`src/rtl/lrusc_pkg.sv`:
```
// ----------------------------------------------------------------------------
// LRU slot cache package
// Shared payload types, command and status codes, and the control and
// status bundles that join the controller and the datapath.
// ----------------------------------------------------------------------------
package lrusc_pkg;

	// Field widths of the command and result beats.
	localparam int CMD_W  = 2;
	localparam int KEY_W  = 32;
	localparam int HND_W  = 32;
	localparam int STAT_W = 3;
	localparam int SLOT_W = 4;
	localparam int CFG_W  = 5;

	// Value of slots_in_use after reset.
	localparam logic [CFG_W-1:0] CFG_RESET = 5'd16;

	// Command codes.
	localparam logic [CMD_W-1:0] CMD_LOAD   = 2'd0;
	localparam logic [CMD_W-1:0] CMD_UNLOAD = 2'd1;
	localparam logic [CMD_W-1:0] CMD_CLEAR  = 2'd2;

	// Result status codes.
	localparam logic [STAT_W-1:0] ST_HIT      = 3'd0;
	localparam logic [STAT_W-1:0] ST_INSERT   = 3'd1;
	localparam logic [STAT_W-1:0] ST_FAIL     = 3'd2;
	localparam logic [STAT_W-1:0] ST_UNLOADED = 3'd3;
	localparam logic [STAT_W-1:0] ST_ABSENT   = 3'd4;
	localparam logic [STAT_W-1:0] ST_CLR_REL  = 3'd5;
	localparam logic [STAT_W-1:0] ST_CLR_DONE = 3'd6;

	typedef struct packed {
		logic [CMD_W-1:0] cmd;
		logic [KEY_W-1:0] key;
		logic [HND_W-1:0] fetched_handle;
	} item_t;

	typedef struct packed {
		logic [STAT_W-1:0] status;
		logic [SLOT_W-1:0] slot;
		logic [HND_W-1:0]  handle;
		logic              release_valid;
		logic [HND_W-1:0]  released_handle;
		logic              last;
	} result_t;

	// Commands from the controller to the datapath.
	typedef struct packed {
		logic              load_item;
		logic              scan_step;
		logic              clr_step;
		logic              set_s_hit;
		logic              set_s_back;
		logic              take_pop;
		logic              rd_slot;
		logic              unlink;
		logic              inval;
		logic              push;
		logic              pop_rd;
		logic              dec_count;
		logic              fill;
		logic              link_a;
		logic              link_b;
		logic              save_rel;
		logic              reb_start;
		logic              reb_step;
		logic              emit;
		logic [STAT_W-1:0] emit_status;
		logic              emit_noslot;
		logic              emit_last;
	} dp_cmd_t;

	// Status from the datapath to the controller.
	typedef struct packed {
		logic [CMD_W-1:0] item_cmd;
		logic             hit;
		logic             scan_done;
		logic             clr_vld;
		logic             front_is_s;
		logic             free_empty;
		logic             back_none;
		logic             fetch_zero;
		logic             reb_done;
	} dp_stat_t;

endpackage

```
`src/rtl/lrusc_ctrl.sv`:
```
// ----------------------------------------------------------------------------
// LRU slot cache controller
// State machine that sequences the search, list updates, free stack
// operations and clear sweep of the datapath, one step per cycle.
// ----------------------------------------------------------------------------
module lrusc_ctrl
	import lrusc_pkg::*;
(
	input  logic             clk,
	input  logic             arst_n,
	input  logic             start,
	input  logic [CMD_W-1:0] start_cmd,
	input  dp_stat_t         stat,
	output dp_cmd_t          cmd,
	output logic             busy
);

	localparam logic [3:0] S_IDLE  = 4'd0;
	localparam logic [3:0] S_INIT  = 4'd1;
	localparam logic [3:0] S_SRCH  = 4'd2;
	localparam logic [3:0] S_RD    = 4'd3;
	localparam logic [3:0] S_UNL   = 4'd4;
	localparam logic [3:0] S_LA    = 4'd5;
	localparam logic [3:0] S_LB    = 4'd6;
	localparam logic [3:0] S_UFIN  = 4'd7;
	localparam logic [3:0] S_ERD   = 4'd8;
	localparam logic [3:0] S_EFIN  = 4'd9;
	localparam logic [3:0] S_PCHK  = 4'd10;
	localparam logic [3:0] S_POP   = 4'd11;
	localparam logic [3:0] S_PDEC  = 4'd12;
	localparam logic [3:0] S_HEMIT = 4'd13;
	localparam logic [3:0] S_CLR   = 4'd14;
	localparam logic [3:0] S_REB   = 4'd15;

	logic [3:0] state_q, state_d;
	logic       ins_q, ins_d;

	// State and path flag registers; reset starts the free stack build.
	always_ff @(posedge clk or negedge arst_n) begin
		if (!arst_n) begin
			state_q <= S_INIT;
			ins_q   <= 1'b0;
		end else begin
			state_q <= state_d;
			ins_q   <= ins_d;
		end
	end

	assign busy = (state_q != S_IDLE);

	// Next state and datapath commands.
	always_comb begin
		state_d = state_q;
		ins_d   = ins_q;
		cmd     = '0;
		unique case (state_q)
			S_IDLE: begin
				if (start) begin
					cmd.load_item = 1'b1;
					ins_d         = 1'b0;
					case (start_cmd)
						CMD_LOAD, CMD_UNLOAD: state_d = S_SRCH;
						CMD_CLEAR:            state_d = S_CLR;
						default:              state_d = S_IDLE;
					endcase
				end
			end
			S_INIT: begin
				cmd.reb_step = 1'b1;
				if (stat.reb_done) begin
					state_d = S_IDLE;
				end
			end
			S_SRCH: begin
				cmd.scan_step = 1'b1;
				if (stat.hit) begin
					cmd.set_s_hit = 1'b1;
					state_d       = S_RD;
				end else if (stat.scan_done) begin
					if (stat.item_cmd == CMD_UNLOAD) begin
						cmd.emit        = 1'b1;
						cmd.emit_status = ST_ABSENT;
						cmd.emit_last   = 1'b1;
						state_d         = S_IDLE;
					end else if (stat.free_empty && !stat.back_none) begin
						cmd.set_s_back = 1'b1;
						state_d        = S_ERD;
					end else begin
						state_d = S_PCHK;
					end
				end
			end
			S_RD: begin
				cmd.rd_slot = 1'b1;
				if (stat.item_cmd == CMD_UNLOAD) begin
					state_d = S_UFIN;
				end else if (stat.front_is_s) begin
					state_d = S_HEMIT;
				end else begin
					state_d = S_UNL;
				end
			end
			S_UNL: begin
				cmd.unlink = 1'b1;
				state_d    = S_LA;
			end
			S_LA: begin
				cmd.link_a = 1'b1;
				state_d    = S_LB;
			end
			S_LB: begin
				cmd.link_b      = 1'b1;
				cmd.emit        = 1'b1;
				cmd.emit_status = ins_q ? ST_INSERT : ST_HIT;
				cmd.emit_last   = 1'b1;
				state_d         = S_IDLE;
			end
			S_HEMIT: begin
				cmd.emit        = 1'b1;
				cmd.emit_status = ST_HIT;
				cmd.emit_last   = 1'b1;
				state_d         = S_IDLE;
			end
			S_UFIN: begin
				cmd.unlink      = 1'b1;
				cmd.inval       = 1'b1;
				cmd.push        = 1'b1;
				cmd.emit        = 1'b1;
				cmd.emit_status = ST_UNLOADED;
				cmd.emit_last   = 1'b1;
				state_d         = S_IDLE;
			end
			S_ERD: begin
				cmd.rd_slot = 1'b1;
				state_d     = S_EFIN;
			end
			S_EFIN: begin
				cmd.unlink   = 1'b1;
				cmd.inval    = 1'b1;
				cmd.push     = 1'b1;
				cmd.save_rel = 1'b1;
				state_d      = S_PCHK;
			end
			S_PCHK: begin
				if (stat.free_empty) begin
					cmd.emit        = 1'b1;
					cmd.emit_status = ST_FAIL;
					cmd.emit_noslot = 1'b1;
					cmd.emit_last   = 1'b1;
					state_d         = S_IDLE;
				end else begin
					cmd.pop_rd = 1'b1;
					state_d    = S_POP;
				end
			end
			S_POP: begin
				cmd.take_pop = 1'b1;
				state_d      = S_PDEC;
			end
			S_PDEC: begin
				if (stat.fetch_zero) begin
					// The slot stays on the stack: the count is left alone.
					cmd.emit        = 1'b1;
					cmd.emit_status = ST_FAIL;
					cmd.emit_last   = 1'b1;
					state_d         = S_IDLE;
				end else begin
					cmd.fill      = 1'b1;
					cmd.dec_count = 1'b1;
					ins_d         = 1'b1;
					state_d       = S_LA;
				end
			end
			S_CLR: begin
				cmd.clr_step = 1'b1;
				if (stat.clr_vld) begin
					cmd.emit        = 1'b1;
					cmd.emit_status = ST_CLR_REL;
				end
				if (stat.scan_done) begin
					cmd.reb_start = 1'b1;
					state_d       = S_REB;
				end
			end
			S_REB: begin
				cmd.reb_step = 1'b1;
				if (stat.reb_done) begin
					cmd.emit        = 1'b1;
					cmd.emit_status = ST_CLR_DONE;
					cmd.emit_last   = 1'b1;
					state_d         = S_IDLE;
				end
			end
			default: begin
				state_d = S_IDLE;
			end
		endcase
	end

endmodule

```
`src/rtl/lrusc_dp.sv`:
```
// ----------------------------------------------------------------------------
// LRU slot cache datapath
// Key, handle and link memories, the free stack memory, valid bits, list
// head and tail registers, and the registered result beat.
// ----------------------------------------------------------------------------
module lrusc_dp
	import lrusc_pkg::*;
#(
	parameter int SLOTS       = 16,
	parameter int KEY_BITS    = 32,
	parameter int HANDLE_BITS = 32
) (
	input  logic             clk,
	input  logic             arst_n,
	input  item_t            item,
	input  logic             cfg_we,
	input  logic [CFG_W-1:0] cfg_wdata,
	input  dp_cmd_t          cmd,
	output dp_stat_t         stat,
	output result_t          result,
	output logic             result_valid
);

	localparam int IW      = (SLOTS > 1) ? $clog2(SLOTS) : 1;
	localparam int LW      = $clog2(SLOTS + 1);
	localparam int KW      = (KEY_BITS < KEY_W) ? KEY_BITS : KEY_W;
	localparam int HW      = (HANDLE_BITS < HND_W) ? HANDLE_BITS : HND_W;
	localparam int RESET_N = (SLOTS < 16) ? SLOTS : 16;
	localparam logic [LW-1:0] NONE     = LW'(SLOTS);
	localparam logic [LW-1:0] ONE      = LW'(1);
	localparam logic [IW-1:0] LAST_IDX = IW'(SLOTS - 1);

	// Memories.
	logic [KW-1:0] key_mem    [SLOTS];
	logic [HW-1:0] handle_mem [SLOTS];
	logic [LW-1:0] newer_mem  [SLOTS];
	logic [LW-1:0] older_mem  [SLOTS];
	logic [IW-1:0] stack_mem  [SLOTS];

	// Item and working registers.
	logic [CMD_W-1:0] cmd_q;
	logic [KW-1:0]    key_q;
	logic [HW-1:0]    fh_q;
	logic [CFG_W-1:0] cfg_q;
	logic [LW-1:0]    scan_cnt_q;
	logic [IW-1:0]    idx_s1;
	logic             vld_s1;
	logic             cvld_s1;
	logic [KW-1:0]    key_rd_s1;
	logic [IW-1:0]    s_q;
	logic [LW-1:0]    front_q;
	logic [LW-1:0]    back_q;
	logic [LW-1:0]    count_q;
	logic [SLOTS-1:0] valid_q;
	logic             rv_q;
	logic [HW-1:0]    rh_q;
	logic [HW-1:0]    hnd_rd_q;
	logic [LW-1:0]    newer_rd_q;
	logic [LW-1:0]    older_rd_q;
	logic [IW-1:0]    stk_rd_q;
	logic [LW-1:0]    reb_n_q;
	logic [LW-1:0]    reb_cnt_q;
	result_t          res_q;
	logic             res_vld_q;

	logic [IW-1:0] scan_idx;
	logic          scan_live;
	logic [LW-1:0] eff_n;
	logic [IW-1:0] hnd_addr;
	logic          push_ok;

	logic          nw_we, ow_we, kw_we, sw_we;
	logic [IW-1:0] nw_addr, ow_addr, sw_addr;
	logic [LW-1:0] nw_data, ow_data;
	logic [IW-1:0] sw_data;
	result_t       res_d;

	assign scan_idx  = scan_cnt_q[IW-1:0];
	assign scan_live = (scan_cnt_q < NONE);
	assign hnd_addr  = cmd.clr_step ? scan_idx : s_q;
	assign push_ok   = cmd.push && (count_q < NONE);

	// Slot count used for a rebuild, clamped to the legal range.
	always_comb begin
		if (cfg_q == '0) begin
			eff_n = ONE;
		end else if (32'(cfg_q) > SLOTS) begin
			eff_n = NONE;
		end else begin
			eff_n = LW'(cfg_q);
		end
	end

	// Status toward the controller.
	assign stat.item_cmd   = cmd_q;
	assign stat.hit        = vld_s1 && valid_q[idx_s1] && (key_rd_s1 == key_q);
	assign stat.scan_done  = vld_s1 && (idx_s1 == LAST_IDX);
	assign stat.clr_vld    = vld_s1 && cvld_s1;
	assign stat.front_is_s = (front_q == LW'(s_q));
	assign stat.free_empty = (count_q == '0);
	assign stat.back_none  = (back_q == NONE);
	assign stat.fetch_zero = (fh_q == '0);
	assign stat.reb_done   = (reb_cnt_q == reb_n_q - ONE);

	// Link memory write ports: unlink, then link at the front in two steps.
	always_comb begin
		nw_we   = 1'b0;
		nw_addr = s_q;
		nw_data = NONE;
		ow_we   = 1'b0;
		ow_addr = s_q;
		ow_data = front_q;
		if (cmd.unlink) begin
			ow_we   = (newer_rd_q != NONE);
			ow_addr = newer_rd_q[IW-1:0];
			ow_data = older_rd_q;
			nw_we   = (older_rd_q != NONE);
			nw_addr = older_rd_q[IW-1:0];
			nw_data = newer_rd_q;
		end else if (cmd.link_a) begin
			nw_we = 1'b1;
			ow_we = 1'b1;
		end else if (cmd.link_b) begin
			nw_we   = (front_q != NONE);
			nw_addr = front_q[IW-1:0];
			nw_data = LW'(s_q);
		end
	end

	// Free stack write port: push or rebuild.
	always_comb begin
		sw_we   = 1'b0;
		sw_addr = count_q[IW-1:0];
		sw_data = s_q;
		if (cmd.reb_step) begin
			sw_we   = 1'b1;
			sw_addr = reb_cnt_q[IW-1:0];
			sw_data = IW'(reb_n_q - reb_cnt_q - ONE);
		end else if (push_ok) begin
			sw_we = 1'b1;
		end
	end

	assign kw_we = cmd.fill;

	// Key and handle memories.
	always_ff @(posedge clk) begin
		if (kw_we) begin
			key_mem[s_q]    <= key_q;
			handle_mem[s_q] <= fh_q;
		end
		if (cmd.scan_step && scan_live) begin
			key_rd_s1 <= key_mem[scan_idx];
		end
		if (cmd.rd_slot || (cmd.clr_step && scan_live)) begin
			hnd_rd_q <= handle_mem[hnd_addr];
		end
	end

	// Link memories.
	always_ff @(posedge clk) begin
		if (nw_we) begin
			newer_mem[nw_addr] <= nw_data;
		end
		if (ow_we) begin
			older_mem[ow_addr] <= ow_data;
		end
		if (cmd.rd_slot) begin
			newer_rd_q <= newer_mem[s_q];
			older_rd_q <= older_mem[s_q];
		end
	end

	// Free stack memory.
	always_ff @(posedge clk) begin
		if (sw_we) begin
			stack_mem[sw_addr] <= sw_data;
		end
		if (cmd.pop_rd) begin
			stk_rd_q <= stack_mem[IW'(count_q - ONE)];
		end
	end

	// Item capture and working payload registers.
	always_ff @(posedge clk) begin
		if (cmd.load_item) begin
			cmd_q <= item.cmd;
			key_q <= item.key[KW-1:0];
			fh_q  <= item.fetched_handle[HW-1:0];
		end
		if (cmd.scan_step || cmd.clr_step) begin
			idx_s1  <= scan_idx;
			cvld_s1 <= cmd.clr_step && valid_q[scan_idx];
		end
		if (cmd.set_s_hit) begin
			s_q <= idx_s1;
		end else if (cmd.set_s_back) begin
			s_q <= back_q[IW-1:0];
		end else if (cmd.take_pop) begin
			s_q <= stk_rd_q;
		end
		if (cmd.load_item) begin
			rh_q <= '0;
		end else if (cmd.save_rel) begin
			rh_q <= hnd_rd_q;
		end
		res_q <= res_d;
	end

	// Control registers: valid bits, list ends, counts and sweeps.
	always_ff @(posedge clk or negedge arst_n) begin
		if (!arst_n) begin
			cfg_q      <= CFG_RESET;
			scan_cnt_q <= '0;
			vld_s1     <= 1'b0;
			front_q    <= NONE;
			back_q     <= NONE;
			count_q    <= LW'(RESET_N);
			valid_q    <= '0;
			rv_q       <= 1'b0;
			reb_n_q    <= LW'(RESET_N);
			reb_cnt_q  <= '0;
			res_vld_q  <= 1'b0;
		end else begin
			res_vld_q <= cmd.emit;
			if (cfg_we) begin
				cfg_q <= cfg_wdata;
			end
			// Scan counter shared by the key search and the clear sweep.
			if (cmd.load_item) begin
				scan_cnt_q <= '0;
				vld_s1     <= 1'b0;
			end else if (cmd.scan_step || cmd.clr_step) begin
				vld_s1 <= scan_live;
				if (scan_live) begin
					scan_cnt_q <= scan_cnt_q + ONE;
				end
			end
			// Valid bits.
			if (cmd.clr_step && scan_live) begin
				valid_q[scan_idx] <= 1'b0;
			end else if (cmd.inval) begin
				valid_q[s_q] <= 1'b0;
			end else if (cmd.fill) begin
				valid_q[s_q] <= 1'b1;
			end
			// Release flag of an eviction.
			if (cmd.load_item) begin
				rv_q <= 1'b0;
			end else if (cmd.save_rel) begin
				rv_q <= 1'b1;
			end
			// List ends.
			if (cmd.unlink) begin
				if (newer_rd_q == NONE) begin
					front_q <= older_rd_q;
				end
				if (older_rd_q == NONE) begin
					back_q <= newer_rd_q;
				end
			end else if (cmd.link_b) begin
				if (front_q == NONE) begin
					back_q <= LW'(s_q);
				end
				front_q <= LW'(s_q);
			end else if (cmd.reb_start) begin
				front_q <= NONE;
				back_q  <= NONE;
			end
			// Free count.
			if (cmd.reb_start) begin
				count_q <= eff_n;
			end else if (push_ok) begin
				count_q <= count_q + ONE;
			end else if (cmd.dec_count) begin
				count_q <= count_q - ONE;
			end
			// Rebuild sweep.
			if (cmd.reb_start) begin
				reb_n_q   <= eff_n;
				reb_cnt_q <= '0;
			end else if (cmd.reb_step) begin
				reb_cnt_q <= reb_cnt_q + ONE;
			end
		end
	end

	// Result beat fields by status.
	always_comb begin
		res_d                 = '0;
		res_d.status          = cmd.emit_status;
		res_d.last            = cmd.emit_last;
		unique case (cmd.emit_status)
			ST_HIT: begin
				res_d.slot   = SLOT_W'(s_q);
				res_d.handle = HND_W'(hnd_rd_q);
			end
			ST_INSERT: begin
				res_d.slot            = SLOT_W'(s_q);
				res_d.handle          = HND_W'(fh_q);
				res_d.release_valid   = rv_q;
				res_d.released_handle = HND_W'(rh_q);
			end
			ST_FAIL: begin
				res_d.slot            = cmd.emit_noslot ? '0 : SLOT_W'(s_q);
				res_d.release_valid   = rv_q;
				res_d.released_handle = HND_W'(rh_q);
			end
			ST_UNLOADED: begin
				res_d.slot            = SLOT_W'(s_q);
				res_d.release_valid   = 1'b1;
				res_d.released_handle = HND_W'(hnd_rd_q);
			end
			ST_CLR_REL: begin
				res_d.slot            = SLOT_W'(idx_s1);
				res_d.release_valid   = 1'b1;
				res_d.released_handle = HND_W'(hnd_rd_q);
			end
			default: begin
				res_d.slot = '0;
			end
		endcase
	end

	assign result       = res_q;
	assign result_valid = res_vld_q;

endmodule

```
`src/rtl/lru_slot_cache_with_free_stack.sv`:
```
// ----------------------------------------------------------------------------
// LRU slot cache with free stack
// Fully associative cache of key and handle pairs kept in recency order,
// with a last-in-first-out stack of free slots.
// ----------------------------------------------------------------------------
// A command is taken when start is high and busy is low; each result beat is
// shown for one cycle with result_valid high and must be taken then, and the
// last beat of a command has last set. The key search reads the key memory
// one slot per cycle; the last beat of a command shows in the cycle in which
// busy has just fallen.
// A clear walks all SLOTS slots, giving one release beat per valid entry,
// then rewrites the free stack one entry per cycle for the slot count in use
// and ends with a clear done beat. After reset the free stack is written the
// same way, with busy high. A write of slots_in_use takes effect at the next
// clear.
module lru_slot_cache_with_free_stack
	import lrusc_pkg::*;
#(
	parameter int SLOTS       = 16,
	parameter int KEY_BITS    = 32,
	parameter int HANDLE_BITS = 32
) (
	input  logic             clk,
	input  logic             arst_n,
	input  logic             start,
	output logic             busy,
	input  item_t            item,
	output result_t          result,
	output logic             result_valid,
	input  logic             cfg_we,
	input  logic [CFG_W-1:0] cfg_wdata
);

	dp_cmd_t  dp_cmd;
	dp_stat_t dp_stat;

	// Sequencer.
	lrusc_ctrl u_ctrl (
		.clk       (clk),
		.arst_n    (arst_n),
		.start     (start),
		.start_cmd (item.cmd),
		.stat      (dp_stat),
		.cmd       (dp_cmd),
		.busy      (busy)
	);

	// Storage and result datapath.
	lrusc_dp #(
		.SLOTS       (SLOTS),
		.KEY_BITS    (KEY_BITS),
		.HANDLE_BITS (HANDLE_BITS)
	) u_dp (
		.clk          (clk),
		.arst_n       (arst_n),
		.item         (item),
		.cfg_we       (cfg_we),
		.cfg_wdata    (cfg_wdata),
		.cmd          (dp_cmd),
		.stat         (dp_stat),
		.result       (result),
		.result_valid (result_valid)
	);

	// An accepted load, unload or clear always makes the block busy in the next cycle.
	a_accept_busy: assert property (@(posedge clk) disable iff (!arst_n)
		(start && !busy && (item.cmd == CMD_LOAD || item.cmd == CMD_UNLOAD
			|| item.cmd == CMD_CLEAR)) |=> busy)
		else $error("block not busy after accepting a command");

	// A result beat only follows a cycle in which the block was working.
	a_result_busy: assert property (@(posedge clk) disable iff (!arst_n)
		result_valid |-> $past(busy))
		else $error("result beat without a command in progress");

	// The last beat of a command is never directly followed by another beat.
	a_last_gap: assert property (@(posedge clk) disable iff (!arst_n)
		(result_valid && result.last) |=> !result_valid)
		else $error("result beat right after the last beat of a command");

	// A clear release beat is never the last beat of its command.
	a_clr_not_last: assert property (@(posedge clk) disable iff (!arst_n)
		(result_valid && result.status == ST_CLR_REL) |-> !result.last)
		else $error("clear release marked as last beat");

endmodule
```
`config.mk`:
```
export PLATFORM = sky130hd
export DESIGN_NAME = lru_slot_cache_with_free_stack
export DESIGN_NICKNAME = d
export VERILOG_FILES = /design/src/rtl/lrusc_pkg.sv /design/src/rtl/lrusc_ctrl.sv /design/src/rtl/lrusc_dp.sv /design/src/rtl/lru_slot_cache_with_free_stack.sv
export SDC_FILE = /design/constraint.sdc
export NUM_CORES = 2
export LEC_CHECK = 0
export BUFFER_PORTS_ARGS = -buffer_cell sky130_fd_sc_hd__buf_2
export CORE_MARGIN = 2
export CORE_UTILIZATION = 38
export CTS_CLUSTER_DIAMETER = 150
export DETAILED_ROUTE_END_ITERATION = 16
export HOLD_SLACK_MARGIN = 0.06
export PLACE_DENSITY = 0.61
export SETUP_SLACK_MARGIN = 0.1
export SYNTH_ARGS = -nofsm -noshare
export SYNTH_HDL_FRONTEND = slang
export SYNTH_SLANG_ARGS = --single-unit
```
`constraint.sdc`:
```
create_clock -name clk -period 12.8 [get_ports clk]
set_clock_uncertainty 0.15 [all_clocks]
set_input_delay 2.56 -clock clk [delete_from_list [all_inputs] [get_ports clk]]
set_output_delay 2.56 -clock clk [all_outputs]
set_load 0.02 [all_outputs]
```
==> impl_results.md <==
- Final setup TNS: 0 ns
- RR Endpoint: u_dp.key_mem[9][10]
- Least-Margin Pin Slew: 1.20 ns
- Clock transition at path regs: roughly 0.06 ns
- PD cells: 205 nW/µm²
- Area Growth Syn to Fin: 14.3%
- GRT overflow: 0
- Max Slew Vio Count: 0
- Crit path to: busy
- Crit end category: output port
- CP max FO: 30
- Crit path time final: 5.10 ns
- Post-CTS Resized: 0
- Root Buffer: clkbuf_16
- Critical path origin: u_ctrl.state_q[3]
- Initial DRC Count: 3124
- Port Buffers: 149
- Largest net degree at the start of global routing: roughly 130
- Syn avg cell area: 19.8 µm²
- # IOs: 150
- Cell row count: roughly 150
- Fill cells: 13.4k
- Final critical-path share of the clock period: 0.399
- DRT Pass-1 Iters: 5
- DRT Wirelength: 141000 µm
- CTS Buf Count: 160
- Vias in the first global route: 30.3k
- Rel. slew slack: 0.198
- Synth cell types: 70
- Peak Freq: 196 MHz
- Worst Path Arrival: approximately 2.4 ns
- Die X: around 400 µm
- WP data required: 10.09 ns
- Cts hold-fix bufs: 0
- Critical path type: flop to output port
- Hold Path Class: flop to flop
- Yosys reg bits: 1565
- Syn Inst Count: 3042
- Reg2reg setup slack: ~8 ns
- Post-place setup slack: 7.96 ns
- Synth Flop Type: edfxtp_1
- Crit path max-delay cell type: dfrtp_1
- Synthesized Nets: 3130
- CP peak stage delay: 0.88 ns
- Startpoint types: flop
- Clock buffer depth: 3
- Residual DRC: 0
- Final setup vio count: 0
- Setup Buffers After CTS: 0
- Share of async-settable or async-resettable flops after synthesis: 0.0377
- All-Layer GR Usage: 0.174
- Status: complete, no violations
- Via count: ~30k
- RSZ-0062 raised after global routing: false
- Reg2Reg Depth: 6
- Synthesis warning total: 0
- Worst hold slack: 0.304 ns
- DR vias/cell: 5.47
- Die Y: 402 µm
- Fraction of the yosys area taken by sequential cells: 0.757
- Sink Count: 1565
- Skew-Pair Late Insertion Delay: around 0.8 ns
- Core Region: 158000 µm²
- Starting Density: 0.382
- Final ANT Viol Nets: 0
- # nets final: 3343
- EDFF count, synth: 1401
- Max Cap Violations: 0
- Layout cells sized above 1: 0.260
- Clock tree from TritonCTS: yes
- Routed len/inst: 25.8 µm
- Initial antenna violation count: 11
- VDD IR-drop max: 0.000143 V
- Tot Pwr: between 10 and 15 mW
- First-pass GRT wire length: 208000 µm
- Critical Path, Cell by Cell: nor2_1, nand2_1, buf_2
- Leak: 22.1 nW
- R2r startpoint: u_ctrl.state_q[3]
- Post-layout util: 0.436
- Final Worst Setup Slack: 7.70 ns
- Fin. Hold Viols: 0
- Post-DP HPWL: 77200 µm
- Mapped Area: 60300 µm²
- Die footprint: between 150000 and 200000 µm²
- Final GP Congestion: 0.818
- H-tree Lvls: 4
==> cells in the mapped netlist, types with 8 or more instances <==
| library cell | count | area (µm²) |
|---|---|---|
| o21ai_0 | 40 | 200 |
| nor3b_1 | 8 | 60.1 |
| mux2_2 | 12 | 135 |
| o21a_1 | 8 | 60.1 |
| nand3_1 | 10 | 50.1 |
| clkbuf_1 | 83 | 312 |
| buf_2 | 42 | 210 |
| mux4_2 | 365 | 8220 |
| nand4_1 | 17 | 106 |
| buf_4 | 8 | 60.1 |
| nand2_1 | 227 | 852 |
| a211oi_2 | 18 | 225 |
| a31oi_1 | 47 | 294 |
| ha_1 | 12 | 150 |
| a21oi_1 | 61 | 305 |
| a22o_1 | 72 | 631 |
| xnor2_1 | 40 | 350 |
| mux2i_1 | 11 | 110 |
| nor2b_1 | 9 | 56.3 |
| nor4_1 | 21 | 131 |
| nand2b_1 | 15 | 93.8 |
| inv_1 | 26 | 97.6 |
| a221oi_1 | 15 | 131 |
| dfrtp_1 | 53 | 1330 |
| dfxtp_1 | 105 | 2100 |
| edfxtp_1 | 1401 | 42100 |
| and2_1 | 37 | 231 |
| a211oi_1 | 15 | 113 |
| buf_1 | 17 | 63.8 |
| xor2_1 | 11 | 96.3 |
| nor2_1 | 116 | 435 |
| nor3_1 | 28 | 140 |
==> routing by layer <==
metal	global-route usage	vias to the layer above	wire (µm)
li1	-	12834	-
met1	0.242	15796	59900
met2	0.281	1011	68700
met3	0.0343	195	9430
met4	0.0464	16	2820
met5	0	-	93
==> worst min path at each step <==
stage	start	endpoint	slack, ns	cells after the start
floorplan	u_dp.scan_cnt_q[2]	u_dp.idx_s1[2]	0.27	0
global placement	u_dp.rh_q[30]	u_dp.rh_q[30]	0.29	2
detailed placement	u_dp.rh_q[12]	u_dp.rh_q[12]	0.30	2
CTS	u_dp.rh_q[12]	u_dp.rh_q[12]	0.30	2
global route	u_dp.rh_q[15]	u_dp.rh_q[15]	0.31	2
finish	u_dp.rh_q[12]	u_dp.rh_q[12]	0.30	2
==> registers in the layout (all words and copies together) (netlist names), 4 cells and up, named ones only <==
| name | flops |
|---|---|
| u_dp.back_q | 5 |
| u_dp.cfg_q | 5 |
| u_dp.scan_cnt_q | 5 |
| u_dp.older_mem | 80 |
| u_dp.rh_q | 32 |
| u_dp.key_q | 32 |
| u_dp.stack_mem | 64 |
| u_dp.idx_s1 | 4 |
| u_ctrl.state_q | 4 |
| u_dp.newer_mem | 80 |
| u_dp.newer_rd_q | 5 |
| u_dp.reb_cnt_q | 5 |
| u_dp.count_q | 5 |
| u_dp.key_rd_s1 | 32 |
| u_dp.fh_q | 32 |
| u_dp.key_mem | 512 |
| u_dp.older_rd_q | 5 |
| u_dp.result | 73 |
| u_dp.handle_mem | 512 |
| u_dp.s_q | 4 |
| u_dp.stk_rd_q | 4 |
| u_dp.hnd_rd_q | 32 |
| u_dp.reb_n_q | 5 |
| u_dp.front_q | 5 |
==> where the power goes <==
group | switching [mW] | internal, mW | total (mW)
combinational | 1.63 | 1.11 | 2.75
clock | 1.96 | 2.75 | 4.71
sequential | 0.385 | 6.27 | 6.65
==> layout make-up <==
type	instances	area, µm²	area share
Timing Repair Buffer	213	1250	0.0181
Clock inverter	73	940	0.0136
Clock buffer	218	4400	0.0638
Antenna cell	3	7.51	0.000109
Tap cell	2072	2590	0.0376
Inverter	27	106	0.00154
Sequential cell	1565	45700	0.662
Multi-Input combinational cell	1288	14000	0.203
==> through the flow <==
stage          instance area (µm²)  cells
2_1_floorplan                60300   3042
3_3_place_gp                 63600   5165
3_5_place_dp                 63600   5165
4_1_cts                      69000   5456
5_1_grt                      69000   5456
6_report                     69000   5459
==> layout by cell type, fill, tap and decap left out, types with 21 or more instances in the layout <==
master	netlist	routed
a21oi_1	61	59
a22o_1	72	72
a31oi_1	47	47
and2_1	37	37
buf_2	42	149
buf_4	8	62
clkbuf_1	83	43
clkbuf_16	0	164
clkinv_1	0	27
dfrtp_1	53	49
dfxtp_1	105	105
edfxtp_1	1401	1401
inv_1	26	26
mux4_2	365	365
nand2_1	227	226
nor2_1	116	105
nor3_1	28	21
o21ai_0	40	39
xnor2_1	40	40
==> kinds of logic after synthesis <==
family / count (synthesis) / synth area share
xor gates and xnor gates: 51 / 0.00740
adders and majority gates: 13 / 0.00282
AOI/OAI and AO/OA: 320 / 0.0382
muxes: 388 / 0.140
buffers and inverters: 189 / 0.0151
DFF: 1565 / 0.757
and+or+nand+nor: 516 / 0.0396
==> worst max-delay path: cells and delay by family, from the launching register on <==
family / cells / cell delay [ns]
flip-flops: 1 / 0.88
AND/OR/NAND/NOR: 2 / 0.45
buffers and inverters: 1 / 0.26
Note: power is estimated with default switching activity, not from simulation.
